<file path="src/rtl/bblit_pkg.sv">
`timescale 1ns / 1ps

package bblit_pkg;

	localparam int MAX_IMAGE_DIM     = 1024;
	localparam int DIM_W             = 11;
	localparam int POS_W             = $clog2(MAX_IMAGE_DIM);
	localparam int COL_W             = POS_W + 1;
	localparam int RB_W              = POS_W + 2;
	localparam int CFG_DATA_W        = 11;
	localparam int CFG_IDX_W         = 3;
	localparam int FB_WIDTH_DEF      = 135;
	localparam int FB_HEIGHT_DEF     = 240;
	localparam int PALETTE_DEPTH_DEF = 256;

	typedef enum logic [1:0] {
		REQ_PAL_WRITE = 2'd0,
		REQ_PIXEL     = 2'd1,
		REQ_RESTART   = 2'd2
	} req_type_t;

	typedef enum logic [CFG_IDX_W-1:0] {
		CFG_PIXEL_MODE    = 3'd0,
		CFG_IMAGE_WIDTH   = 3'd1,
		CFG_IMAGE_HEIGHT  = 3'd2,
		CFG_ROWS_TOP_DOWN = 3'd3,
		CFG_DEST_X        = 3'd4,
		CFG_DEST_Y        = 3'd5
	} cfg_reg_t;

	typedef struct packed {
		logic                     pixel_mode;
		logic                     rows_top_down;
		logic [DIM_W-1:0]         width;
		logic [DIM_W-1:0]         height;
		logic [POS_W-1:0]         width_m1;
		logic [POS_W-1:0]         height_m1;
		logic [RB_W-1:0]          row_bytes;
		logic signed [DIM_W-1:0]  dest_x;
		logic signed [DIM_W-1:0]  dest_y;
	} cfg_t;

	typedef struct packed {
		logic             mode16;
		logic             pal_ok;
		logic             last;
		logic [POS_W-1:0] col;
		logic [POS_W-1:0] row;
		logic [15:0]      color16;
	} pix_t;

	function automatic logic [DIM_W-1:0] clamp_dim(input logic [DIM_W-1:0] v);
		logic [DIM_W-1:0] r;
		if (v == '0)
			r = DIM_W'(1);
		else if (v > DIM_W'(MAX_IMAGE_DIM))
			r = DIM_W'(MAX_IMAGE_DIM);
		else
			r = v;
		return r;
	endfunction

	// BGRA word to RGB565
	function automatic logic [15:0] to_rgb565(input logic [31:0] word);
		return {word[23:19], word[15:10], word[7:3]};
	endfunction

	function automatic logic [15:0] swap16(input logic [15:0] c);
		return {c[7:0], c[15:8]};
	endfunction

endpackage

</file>
<file path="src/rtl/bblit_if.sv">
`timescale 1ns / 1ps

interface bblit_in_if;
	logic        valid;
	logic        ready;
	logic [1:0]  req_type;
	logic [7:0]  pal_slot;
	logic [31:0] palette_word;
	logic [7:0]  data_byte;

	modport source (output valid, req_type, pal_slot, palette_word, data_byte,
		input ready);
	modport sink (input valid, req_type, pal_slot, palette_word, data_byte,
		output ready);
endinterface

interface bblit_out_if #(parameter int ADDR_W = 15);
	logic              valid;
	logic              ready;
	logic              write_enable;
	logic [ADDR_W-1:0] fb_address;
	logic [15:0]       pixel_color;
	logic              last_pixel;

	modport source (output valid, write_enable, fb_address, pixel_color, last_pixel,
		input ready);
	modport sink (input valid, write_enable, fb_address, pixel_color, last_pixel,
		output ready);
endinterface

</file>
<file path="src/rtl/bmp_to_rgb565_blitter_unit.sv">
`timescale 1ns / 1ps
// A pixel request is registered into stage 1, then into the result stage. Throughput:
// one request per cycle unless stalled; the palette RAM read port and the counter update
// both complete in the accept cycle, and the address multiply sits in the result stage.
// Reset: counters, hold byte, pipeline valids and configuration go to their reset values
// at once; the palette RAM is not cleared and holds nothing meaningful until written.

module bmp_to_rgb565_blitter_unit #(
	parameter int FB_WIDTH      = bblit_pkg::FB_WIDTH_DEF,
	parameter int FB_HEIGHT     = bblit_pkg::FB_HEIGHT_DEF,
	parameter int PALETTE_DEPTH = bblit_pkg::PALETTE_DEPTH_DEF
) (
	input  logic                              clk,
	input  logic                              arst_n,
	input  logic                              cfg_we,
	input  logic [bblit_pkg::CFG_IDX_W-1:0]   cfg_index,
	input  logic [bblit_pkg::CFG_DATA_W-1:0]  cfg_wdata,
	bblit_in_if.sink                          item,
	bblit_out_if.source                       result
);

	localparam int FB_SIZE = FB_WIDTH * FB_HEIGHT;
	localparam int ADDR_W  = (FB_SIZE > 1) ? $clog2(FB_SIZE) : 1;
	localparam int AW1     = ADDR_W + 1;

	bblit_pkg::cfg_t  cfg;
	logic             valid_s1;
	bblit_pkg::pix_t  pix_s1;
	logic [15:0]      pal_s1;
	logic             s1_ready;

	bblit_cfg u_cfg (
		.clk       (clk),
		.arst_n    (arst_n),
		.cfg_we    (cfg_we),
		.cfg_index (cfg_index),
		.cfg_wdata (cfg_wdata),
		.cfg       (cfg)
	);

	bblit_front #(
		.PALETTE_DEPTH (PALETTE_DEPTH)
	) u_front (
		.clk      (clk),
		.arst_n   (arst_n),
		.item     (item),
		.cfg      (cfg),
		.s1_ready (s1_ready),
		.valid_s1 (valid_s1),
		.pix_s1   (pix_s1),
		.pal_s1   (pal_s1)
	);

	bblit_back #(
		.FB_WIDTH  (FB_WIDTH),
		.FB_HEIGHT (FB_HEIGHT),
		.ADDR_W    (ADDR_W)
	) u_back (
		.clk      (clk),
		.arst_n   (arst_n),
		.valid_s1 (valid_s1),
		.pix_s1   (pix_s1),
		.pal_s1   (pal_s1),
		.cfg      (cfg),
		.s1_ready (s1_ready),
		.result   (result)
	);

	a_clip_addr: assert property (@(posedge clk) disable iff (!arst_n)
		result.valid && !result.write_enable |-> result.fb_address == '0)
		else $error("clipped pixel with non-zero address");

	a_addr_range: assert property (@(posedge clk) disable iff (!arst_n)
		result.valid && result.write_enable |->
			AW1'(result.fb_address) < AW1'(FB_SIZE))
		else $error("frame buffer address out of range");

	a_no_result: assert property (@(posedge clk) disable iff (!arst_n)
		item.valid && item.ready && item.req_type != bblit_pkg::REQ_PIXEL |=> !valid_s1)
		else $error("non-pixel request produced a pixel");

	a_s1_hold: assert property (@(posedge clk) disable iff (!arst_n)
		valid_s1 && !s1_ready |=> valid_s1 && $stable(pix_s1))
		else $error("stalled pixel lost or changed");

endmodule

</file>
<file path="src/rtl/bblit_cfg.sv">
`timescale 1ns / 1ps

module bblit_cfg (
	input  logic                                clk,
	input  logic                                arst_n,
	input  logic                                cfg_we,
	input  logic [bblit_pkg::CFG_IDX_W-1:0]     cfg_index,
	input  logic [bblit_pkg::CFG_DATA_W-1:0]    cfg_wdata,
	output bblit_pkg::cfg_t                     cfg
);

	localparam int DIM_W = bblit_pkg::DIM_W;
	localparam int POS_W = bblit_pkg::POS_W;
	localparam int RB_W  = bblit_pkg::RB_W;

	logic             pixel_mode_q;
	logic             top_down_q;
	logic [DIM_W-1:0] width_q;
	logic [DIM_W-1:0] height_q;
	logic [DIM_W-1:0] dest_x_q;
	logic [DIM_W-1:0] dest_y_q;

	logic [DIM_W-1:0] w;
	logic [DIM_W-1:0] h;
	logic [RB_W-1:0]  rb_raw;

	always_ff @(posedge clk or negedge arst_n) begin
		if (!arst_n) begin
			pixel_mode_q <= 1'b0;
			top_down_q   <= 1'b0;
			width_q      <= DIM_W'(1);
			height_q     <= DIM_W'(1);
			dest_x_q     <= '0;
			dest_y_q     <= '0;
		end else if (cfg_we) begin
			unique case (cfg_index)
				bblit_pkg::CFG_PIXEL_MODE:    pixel_mode_q <= cfg_wdata[0];
				bblit_pkg::CFG_IMAGE_WIDTH:   width_q      <= DIM_W'(cfg_wdata);
				bblit_pkg::CFG_IMAGE_HEIGHT:  height_q     <= DIM_W'(cfg_wdata);
				bblit_pkg::CFG_ROWS_TOP_DOWN: top_down_q   <= cfg_wdata[0];
				bblit_pkg::CFG_DEST_X:        dest_x_q     <= DIM_W'(cfg_wdata);
				bblit_pkg::CFG_DEST_Y:        dest_y_q     <= DIM_W'(cfg_wdata);
				default: ;
			endcase
		end
	end

	always_comb begin
		w = bblit_pkg::clamp_dim(width_q);
		h = bblit_pkg::clamp_dim(height_q);
		// rows padded to a multiple of four bytes
		if (pixel_mode_q)
			rb_raw = RB_W'({w, 1'b0}) + RB_W'(3);
		else
			rb_raw = RB_W'(w) + RB_W'(3);
		cfg.pixel_mode    = pixel_mode_q;
		cfg.rows_top_down = top_down_q;
		cfg.width         = w;
		cfg.height        = h;
		cfg.width_m1      = POS_W'(w - DIM_W'(1));
		cfg.height_m1     = POS_W'(h - DIM_W'(1));
		cfg.row_bytes     = {rb_raw[RB_W-1:2], 2'b00};
		cfg.dest_x        = dest_x_q;
		cfg.dest_y        = dest_y_q;
	end

endmodule

</file>
<file path="src/rtl/bblit_front.sv">
`timescale 1ns / 1ps

module bblit_front #(
	parameter int PALETTE_DEPTH = bblit_pkg::PALETTE_DEPTH_DEF
) (
	input  logic               clk,
	input  logic               arst_n,
	bblit_in_if.sink           item,
	input  bblit_pkg::cfg_t    cfg,
	input  logic               s1_ready,
	output logic               valid_s1,
	output bblit_pkg::pix_t    pix_s1,
	output logic [15:0]        pal_s1
);

	localparam int POS_W     = bblit_pkg::POS_W;
	localparam int COL_W     = bblit_pkg::COL_W;
	localparam int RB_W      = bblit_pkg::RB_W;
	localparam int DIM_W     = bblit_pkg::DIM_W;
	localparam int PAL_IDX_W = (PALETTE_DEPTH > 1) ? $clog2(PALETTE_DEPTH) : 1;

	logic [15:0] pal_mem [PALETTE_DEPTH];

	logic [COL_W-1:0] col_q;
	logic [POS_W-1:0] row_q;
	logic [7:0]       hold_q;

	logic             accept;
	logic             is_pixel;
	logic             is_restart;
	logic             is_pal_wr;
	logic             pal_wr_ok;
	logic             pal_rd_ok;
	logic [COL_W-1:0] col_n;
	logic [POS_W-1:0] row_n;
	logic             in_span;
	logic             have_pixel;
	logic             take_low;
	logic [POS_W-1:0] col_pix;
	logic [POS_W-1:0] disp_row;
	logic [RB_W-1:0]  col_inc;
	logic [DIM_W-1:0] row_inc;
	logic             row_wrap;
	logic [COL_W-1:0] col_next;
	logic [POS_W-1:0] row_next;

	assign accept     = item.valid && item.ready;
	assign item.ready = !valid_s1 || s1_ready;
	assign is_pixel   = item.req_type == bblit_pkg::REQ_PIXEL;
	assign is_restart = item.req_type == bblit_pkg::REQ_RESTART;
	assign is_pal_wr  = item.req_type == bblit_pkg::REQ_PAL_WRITE;
	assign pal_wr_ok  = {1'b0, item.pal_slot} < 9'(PALETTE_DEPTH);
	assign pal_rd_ok  = {1'b0, item.data_byte} < 9'(PALETTE_DEPTH);

	always_comb begin
		// stale counters from a larger image fold back to zero
		col_n = (RB_W'(col_q) >= cfg.row_bytes) ? '0 : col_q;
		row_n = (DIM_W'(row_q) >= cfg.height) ? '0 : row_q;

		if (cfg.pixel_mode) begin
			in_span    = RB_W'(col_n) < RB_W'({cfg.width, 1'b0});
			have_pixel = in_span && col_n[0];
			take_low   = in_span && !col_n[0];
			col_pix    = col_n[COL_W-1:1];
		end else begin
			in_span    = DIM_W'(col_n) < cfg.width;
			have_pixel = in_span;
			take_low   = 1'b0;
			col_pix    = POS_W'(col_n);
		end

		disp_row = cfg.rows_top_down ? row_n : (cfg.height_m1 - row_n);

		col_inc  = RB_W'(col_n) + RB_W'(1);
		row_inc  = DIM_W'(row_n) + DIM_W'(1);
		row_wrap = row_inc >= cfg.height;
		if (col_inc >= cfg.row_bytes) begin
			col_next = '0;
			row_next = row_wrap ? '0 : POS_W'(row_inc);
		end else begin
			col_next = COL_W'(col_inc);
			row_next = row_n;
		end
	end

	always_ff @(posedge clk or negedge arst_n) begin
		if (!arst_n) begin
			col_q  <= '0;
			row_q  <= '0;
			hold_q <= '0;
		end else if (accept) begin
			if (is_restart) begin
				col_q  <= '0;
				row_q  <= '0;
				hold_q <= '0;
			end else if (is_pixel) begin
				col_q <= col_next;
				row_q <= row_next;
				if (take_low)
					hold_q <= item.data_byte;
			end
		end
	end

	always_ff @(posedge clk) begin
		if (accept && is_pal_wr && pal_wr_ok)
			pal_mem[item.pal_slot[PAL_IDX_W-1:0]] <=
				bblit_pkg::to_rgb565(item.palette_word);
	end

	always_ff @(posedge clk) begin
		if (accept && is_pixel)
			pal_s1 <= pal_mem[item.data_byte[PAL_IDX_W-1:0]];
	end

	always_ff @(posedge clk or negedge arst_n) begin
		if (!arst_n)
			valid_s1 <= 1'b0;
		else if (item.ready)
			valid_s1 <= accept && is_pixel && have_pixel;
	end

	always_ff @(posedge clk) begin
		if (accept && is_pixel) begin
			pix_s1.mode16  <= cfg.pixel_mode;
			pix_s1.pal_ok  <= pal_rd_ok;
			pix_s1.last    <= (row_n == cfg.height_m1) && (col_pix == cfg.width_m1);
			pix_s1.col     <= col_pix;
			pix_s1.row     <= disp_row;
			// high byte arrives second; swapped order puts the held low byte on top
			pix_s1.color16 <= {hold_q, item.data_byte};
		end
	end

endmodule

</file>
<file path="src/rtl/bblit_back.sv">
`timescale 1ns / 1ps

module bblit_back #(
	parameter int FB_WIDTH  = bblit_pkg::FB_WIDTH_DEF,
	parameter int FB_HEIGHT = bblit_pkg::FB_HEIGHT_DEF,
	parameter int ADDR_W    = 15
) (
	input  logic               clk,
	input  logic               arst_n,
	input  logic               valid_s1,
	input  bblit_pkg::pix_t    pix_s1,
	input  logic [15:0]        pal_s1,
	input  bblit_pkg::cfg_t    cfg,
	output logic               s1_ready,
	bblit_out_if.source        result
);

	localparam int XW = bblit_pkg::DIM_W + 2;
	localparam logic signed [XW-1:0] FBW_S  = XW'(FB_WIDTH);
	localparam logic signed [XW-1:0] FBH_S  = XW'(FB_HEIGHT);
	localparam logic [ADDR_W-1:0]    FBW_A  = ADDR_W'(FB_WIDTH);

	logic              valid_s2;
	logic              we_s2;
	logic [ADDR_W-1:0] addr_s2;
	logic [15:0]       color_s2;
	logic              last_s2;

	logic signed [XW-1:0] dx;
	logic signed [XW-1:0] dy;
	logic                 on_fb;
	logic [ADDR_W-1:0]    addr;
	logic [15:0]          color;

	assign s1_ready = !valid_s2 || result.ready;

	always_comb begin
		dx = XW'($signed(cfg.dest_x)) + XW'({1'b0, pix_s1.col});
		dy = XW'($signed(cfg.dest_y)) + XW'({1'b0, pix_s1.row});
		on_fb = !dx[XW-1] && (dx < FBW_S) && !dy[XW-1] && (dy < FBH_S);
		addr = on_fb ? (ADDR_W'(dy) * FBW_A + ADDR_W'(dx)) : '0;
		if (pix_s1.mode16)
			color = pix_s1.color16;
		else if (pix_s1.pal_ok)
			color = bblit_pkg::swap16(pal_s1);
		else
			color = '0;
	end

	always_ff @(posedge clk or negedge arst_n) begin
		if (!arst_n)
			valid_s2 <= 1'b0;
		else if (s1_ready)
			valid_s2 <= valid_s1;
	end

	always_ff @(posedge clk) begin
		if (s1_ready && valid_s1) begin
			we_s2    <= on_fb;
			addr_s2  <= addr;
			color_s2 <= color;
			last_s2  <= pix_s1.last;
		end
	end

	assign result.valid        = valid_s2;
	assign result.write_enable = we_s2;
	assign result.fb_address   = addr_s2;
	assign result.pixel_color  = color_s2;
	assign result.last_pixel   = last_s2;

endmodule

</file>
<file path="src/flat_wrapper.sv">
// flat-port wrapper written by rule: the top's interface ports become plain ports
module bmp_to_rgb565_blitter_unit_flat 
#(
	parameter int FB_WIDTH      = bblit_pkg::FB_WIDTH_DEF,
	parameter int FB_HEIGHT     = bblit_pkg::FB_HEIGHT_DEF,
	parameter int PALETTE_DEPTH = bblit_pkg::PALETTE_DEPTH_DEF
)
  (clk, arst_n, cfg_we, cfg_index, cfg_wdata, item_valid, item_req_type, item_pal_slot, item_palette_word, item_data_byte, item_ready, result_valid, result_write_enable, result_fb_address, result_pixel_color, result_last_pixel, result_ready);
  bblit_in_if item_i ();
  bblit_out_if result_i ();
  input  logic clk;
  input  logic arst_n;
  input  logic cfg_we;
  input  logic [bblit_pkg::CFG_IDX_W-1:0] cfg_index;
  input  logic [bblit_pkg::CFG_DATA_W-1:0] cfg_wdata;
  input wire logic [$bits(item_i.valid)-1:0] item_valid;
  input wire logic [$bits(item_i.req_type)-1:0] item_req_type;
  input wire logic [$bits(item_i.pal_slot)-1:0] item_pal_slot;
  input wire logic [$bits(item_i.palette_word)-1:0] item_palette_word;
  input wire logic [$bits(item_i.data_byte)-1:0] item_data_byte;
  output wire logic [$bits(item_i.ready)-1:0] item_ready;
  output wire logic [$bits(result_i.valid)-1:0] result_valid;
  output wire logic [$bits(result_i.write_enable)-1:0] result_write_enable;
  output wire logic [$bits(result_i.fb_address)-1:0] result_fb_address;
  output wire logic [$bits(result_i.pixel_color)-1:0] result_pixel_color;
  output wire logic [$bits(result_i.last_pixel)-1:0] result_last_pixel;
  input wire logic [$bits(result_i.ready)-1:0] result_ready;
  assign item_i.valid = item_valid;
  assign item_i.req_type = item_req_type;
  assign item_i.pal_slot = item_pal_slot;
  assign item_i.palette_word = item_palette_word;
  assign item_i.data_byte = item_data_byte;
  assign item_ready = item_i.ready;
  assign result_valid = result_i.valid;
  assign result_write_enable = result_i.write_enable;
  assign result_fb_address = result_i.fb_address;
  assign result_pixel_color = result_i.pixel_color;
  assign result_last_pixel = result_i.last_pixel;
  assign result_i.ready = result_ready;
  bmp_to_rgb565_blitter_unit #(.FB_WIDTH(FB_WIDTH), .FB_HEIGHT(FB_HEIGHT), .PALETTE_DEPTH(PALETTE_DEPTH)) u_core (.clk(clk), .arst_n(arst_n), .cfg_we(cfg_we), .cfg_index(cfg_index), .cfg_wdata(cfg_wdata), .item(item_i), .result(result_i));
endmodule
</file>
<file path="config.mk">
export PLATFORM = sky130hd
export DESIGN_NAME = bmp_to_rgb565_blitter_unit_flat
export DESIGN_NICKNAME = d
export VERILOG_FILES = /design/src/rtl/bblit_pkg.sv /design/src/rtl/bblit_if.sv /design/src/rtl/bmp_to_rgb565_blitter_unit.sv /design/src/rtl/bblit_cfg.sv /design/src/rtl/bblit_front.sv /design/src/rtl/bblit_back.sv /design/src/flat_wrapper.sv
export SDC_FILE = /design/constraint.sdc
export NUM_CORES = 2
export LEC_CHECK = 0
export BUFFER_PORTS_ARGS = -buffer_cell sky130_fd_sc_hd__buf_2
export CORE_MARGIN = 1.5
export CORE_UTILIZATION = 35
export DETAILED_ROUTE_END_ITERATION = 10
export PLACE_DENSITY = 0.48
export SETUP_SLACK_MARGIN = 0.15
export SLEW_MARGIN = 20
export SYNTH_ARGS = -nofsm -noshare
export SYNTH_HDL_FRONTEND = slang
export SYNTH_SLANG_ARGS = --single-unit
</file>
<file path="constraint.sdc">
create_clock -name clk -period 7.5 [get_ports clk]
set_clock_uncertainty 0.2 [all_clocks]
set_input_delay 1.5 -clock clk [delete_from_list [all_inputs] [get_ports clk]]
set_output_delay 1.5 -clock clk [all_outputs]
set_load 0.05 [all_outputs]
</file>
==> impl_metrics.yaml <==
floorplan:
  ioPinCount: 104
  chipHeight_um: 696
  die_area_um2: 484000
  initial_utilization: 0.351
  num_rows: 254
  coreArea_um2: 478000
  die_w_um: 696
pwr:
  swShare: 0.250
  powerDensity_nw_per_um2: 294
  peakVddDrop_v: 0.000732
  switchingPower_mw: 14.3
  p_seq_frac: 0.463
  leakage_nw: 60.9
  pwr-share-clk: 0.387
  p_int_mw: 42.8
  p_comb_frac: 0.150
layout:
  final_util: 0.405
  final_cell_mix: "edfxtp_1, mux4_2, clkbuf_16"
  nFillCells: 41869
  layout.nets: 8208
  fin_area_um2: 194000
  area_growth_pct: 15.4
  seqCellArea_um2: 128000
  layout_commonest_cell: "edfxtp_1"
  drive_above_1_share: 0.314
  instances_no_fill: 14746
  multi_input_area_um2: 38800
route:
  dr.pass1.iters: 11
  drc_errors: 14
  vias: 78889
  detail-route-antenna-nets: 0
  dr.first_iter.drc_count: 7618
  wl_mm: 456
  vias_per_cell: 5.35
  routedWlPerCell_um: 30.9
logic_synthesis:
  yosys_register_bits: 4260
  ys.warnings.count: 0
  synthTopCellsByArea: "edfxtp_1, mux4_2, dfrtp_1"
  avgSynthCellArea_um2: 22.8
  seq_area_frac_synth: 0.759
  yosysTopAreaCellShare: 0.748
  synth-edff-count: 4183
  synth_cell_types: 77
  synth-async-reset-ratio: 0.0181
  yosysTopAreaCell: "edfxtp_1"
  synth_cells: 7372
  synth_flop_cell: "edfxtp_1"
  synth.net_count: 7611
  synth.cell_area_um2: 168000
placed_design:
  dpl.cell_count: 13911
  place.gp.congestion: 0.796
  placed_area_um2: 179000
  io_buffer_count: 87
  hpwlAfterDp_mm: 267
cts:
  cts_tree: "done"
  cts-buffers-inserted: 450
  cts-htree-levels: 5
  cts_sinks: 4260
  clock_tree.root_cell: "clkbuf_16"
  clk_pin_slew_ps: 60
  cts_hold_buf: 0
  clockBufferDepth: 4
  insertion_delay_ps: 990
critical_path:
  critical_path.max_fanout: 5
  cp_num_buf_inv: 2
  crit_path_top_delay_cell: "a2111o_1"
  slowest_delay_ps: 440
  critPathCaptureType: "flip-flop"
  cp_data_required_time_ps: 8190
  crit_top_cell: "ha_1"
  cp_data_arrival_time_ps: 7670
  critPathKind: "flip-flop to flip-flop"
  setup.worst_path.start_class: "flip-flop"
  crit_family: "simple AND/OR/NAND/NOR gates"
timing:
  clock.fmax_mhz: 143
  grt_setup_unrepaired: "false"
  post-route-min-period_ps: 6990
  setup_viol: 0
  relSlewSlack: 0.0799
  slew_viol_final: 0
  hold_viol: 0
  tightest_slew_ps: 1380
  fin_crit_sh: 0.932
run:
  maxCapViolations: 0
global_routing:
  grt_start_max_net_pins: 208
  antenna_found_initial: 36
  track_usage: 0.186
  grt_first_pass_wirelength_mm: 640
  grt_overflow: 0
  grt_pass1_vias: 81805
status:
  violations: "DRC"
  status: "finished with violations"
min_path:
  hp-class: "flip-flop to flip-flop"
[worst reg2reg max path: cells and delay by family (launching register included)]
kind            cells  cell delay (ps)
simple gates       14             2510
compound gates      9             2140
fa+ha+maj           4             1120
flops               1              410
xor+xnor            2              280
buf+inv             2              210
[stage by stage]
step | TNS, ps | power, mW | hold WS, ps | worst slack, ps
after CTS | 0 | 57.7 | 230 | 237
after detailed placement | -210 | 35.6 | 238 | -108
final | 0 | 57.1 | 249 | 512
after floorplan | 0 | 33.0 | 200 | 837
after global routing | 0 | 59.5 | 261 | 136
after global placement | -271 | 35.6 | 233 | -129
[power by group through the flow]
stage | clock network [mW] | logic [mW] | registers, mW
CTS | 22.6 | 8.72 | 26.4
floorplan | 0 | 6.11 | 26.9
global route | 23.5 | 9.64 | 26.4
finish | 22.1 | 8.57 | 26.4
global placement | 0 | 8.65 | 26.9
detailed placement | 0 | 8.65 | 26.9
[cell usage after synthesis (19+ instances only)]
cell / count
a21o_1: 19
a21oi_1: 57
a221oi_1: 34
a22o_1: 50
a22oi_1: 80
and2_1: 29
buf_1: 31
buf_2: 103
clkbuf_1: 236
dfrtp_1: 75
edfxtp_1: 4183
fa_1: 30
ha_1: 140
inv_1: 77
mux2_2: 62
mux4_2: 1280
nand2_1: 132
nand3_1: 31
nor2_1: 345
nor2b_1: 22
nor3_1: 26
o21ai_0: 42
xnor2_1: 39
xor2_1: 31
[layout make-up]
type | instances | share of cell area
Sequential cell | 4260 | 0.658
Multi-Input combinational cell | 2647 | 0.200
Clock buffer | 549 | 0.0610
Tap cell | 6400 | 0.0413
Timing Repair Buffer | 533 | 0.0239
Clock inverter | 267 | 0.0139
Inverter | 77 | 0.00149
Antenna cell | 13 | 0.000168
[routing by layer]
metal  GRT usage  routed length [µm]  part of all wire  vias up
met5           0                  41          0.000090        -
met3      0.0271               24300             0.053      656
met4      0.0558               15400             0.034        6
met2       0.312              225000              0.49     2268
met1       0.252              191000              0.42    43331
li1            -                   -                 -    32628
[final timing paths]
kind	from	end	slack [ps]	cells after the start
worst max-delay path	u_core.u_cfg.width_q[3]	u_core.u_front.row_q[2]	510	31
worst min-delay path	u_core.u_front.pix_s1[36]	u_core.u_back.result.last_pixel	250	0
worst max register to register	u_core.u_cfg.width_q[3]	u_core.u_front.row_q[2]	510	31
worst min register to register	u_core.u_front.pix_s1[36]	u_core.u_back.result.last_pixel	250	0
max in group asynchronous	arst_n	u_core.u_front.col_q[8]	5730	2
min in group asynchronous	arst_n	u_core.u_cfg.height_q[3]	300	1
[repair_timing]
action                                  4_1_cts  5_1_grt
buffers inserted                              0        1
pin swaps                                     0        3
resized for setup                             3        8
endpoints found under the setup margin       20       21
[sequential cells by signal, indices dropped and copies added (netlist names), 8 cells and up]
| name | count |
|---|---|
| u_core.u_cfg.dest_y_q | 11 |
| u_core.u_front.pix_s1 | 38 |
| u_core.u_back.result.pixel_color | 16 |
| u_core.u_front.pal_mem | 4096 |
| u_core.u_cfg.height_q | 11 |
| u_core.u_front.pal_s1 | 16 |
| u_core.u_front.row_q | 10 |
| u_core.u_front.hold_q | 8 |
| u_core.u_back.result.fb_address | 15 |
| u_core.u_front.col_q | 11 |
| u_core.u_cfg.dest_x_q | 11 |
| u_core.u_cfg.width_q | 11 |
[kinds of logic after synthesis]
| logic type | count (synthesis) | synth area share |
|---|---|---|
| buffers and inverters | 465 | 0.0118 |
| multiplexers | 1352 | 0.176 |
| adder cells (fa/ha/maj) | 170 | 0.0140 |
| AO/OA/AOI/OAI | 388 | 0.0171 |
| XOR/XNOR | 71 | 0.00378 |
| AND/OR/NAND/NOR | 666 | 0.0177 |
| flip-flops | 4260 | 0.759 |
No activity file was read; power rests on OpenSTA's default activity.
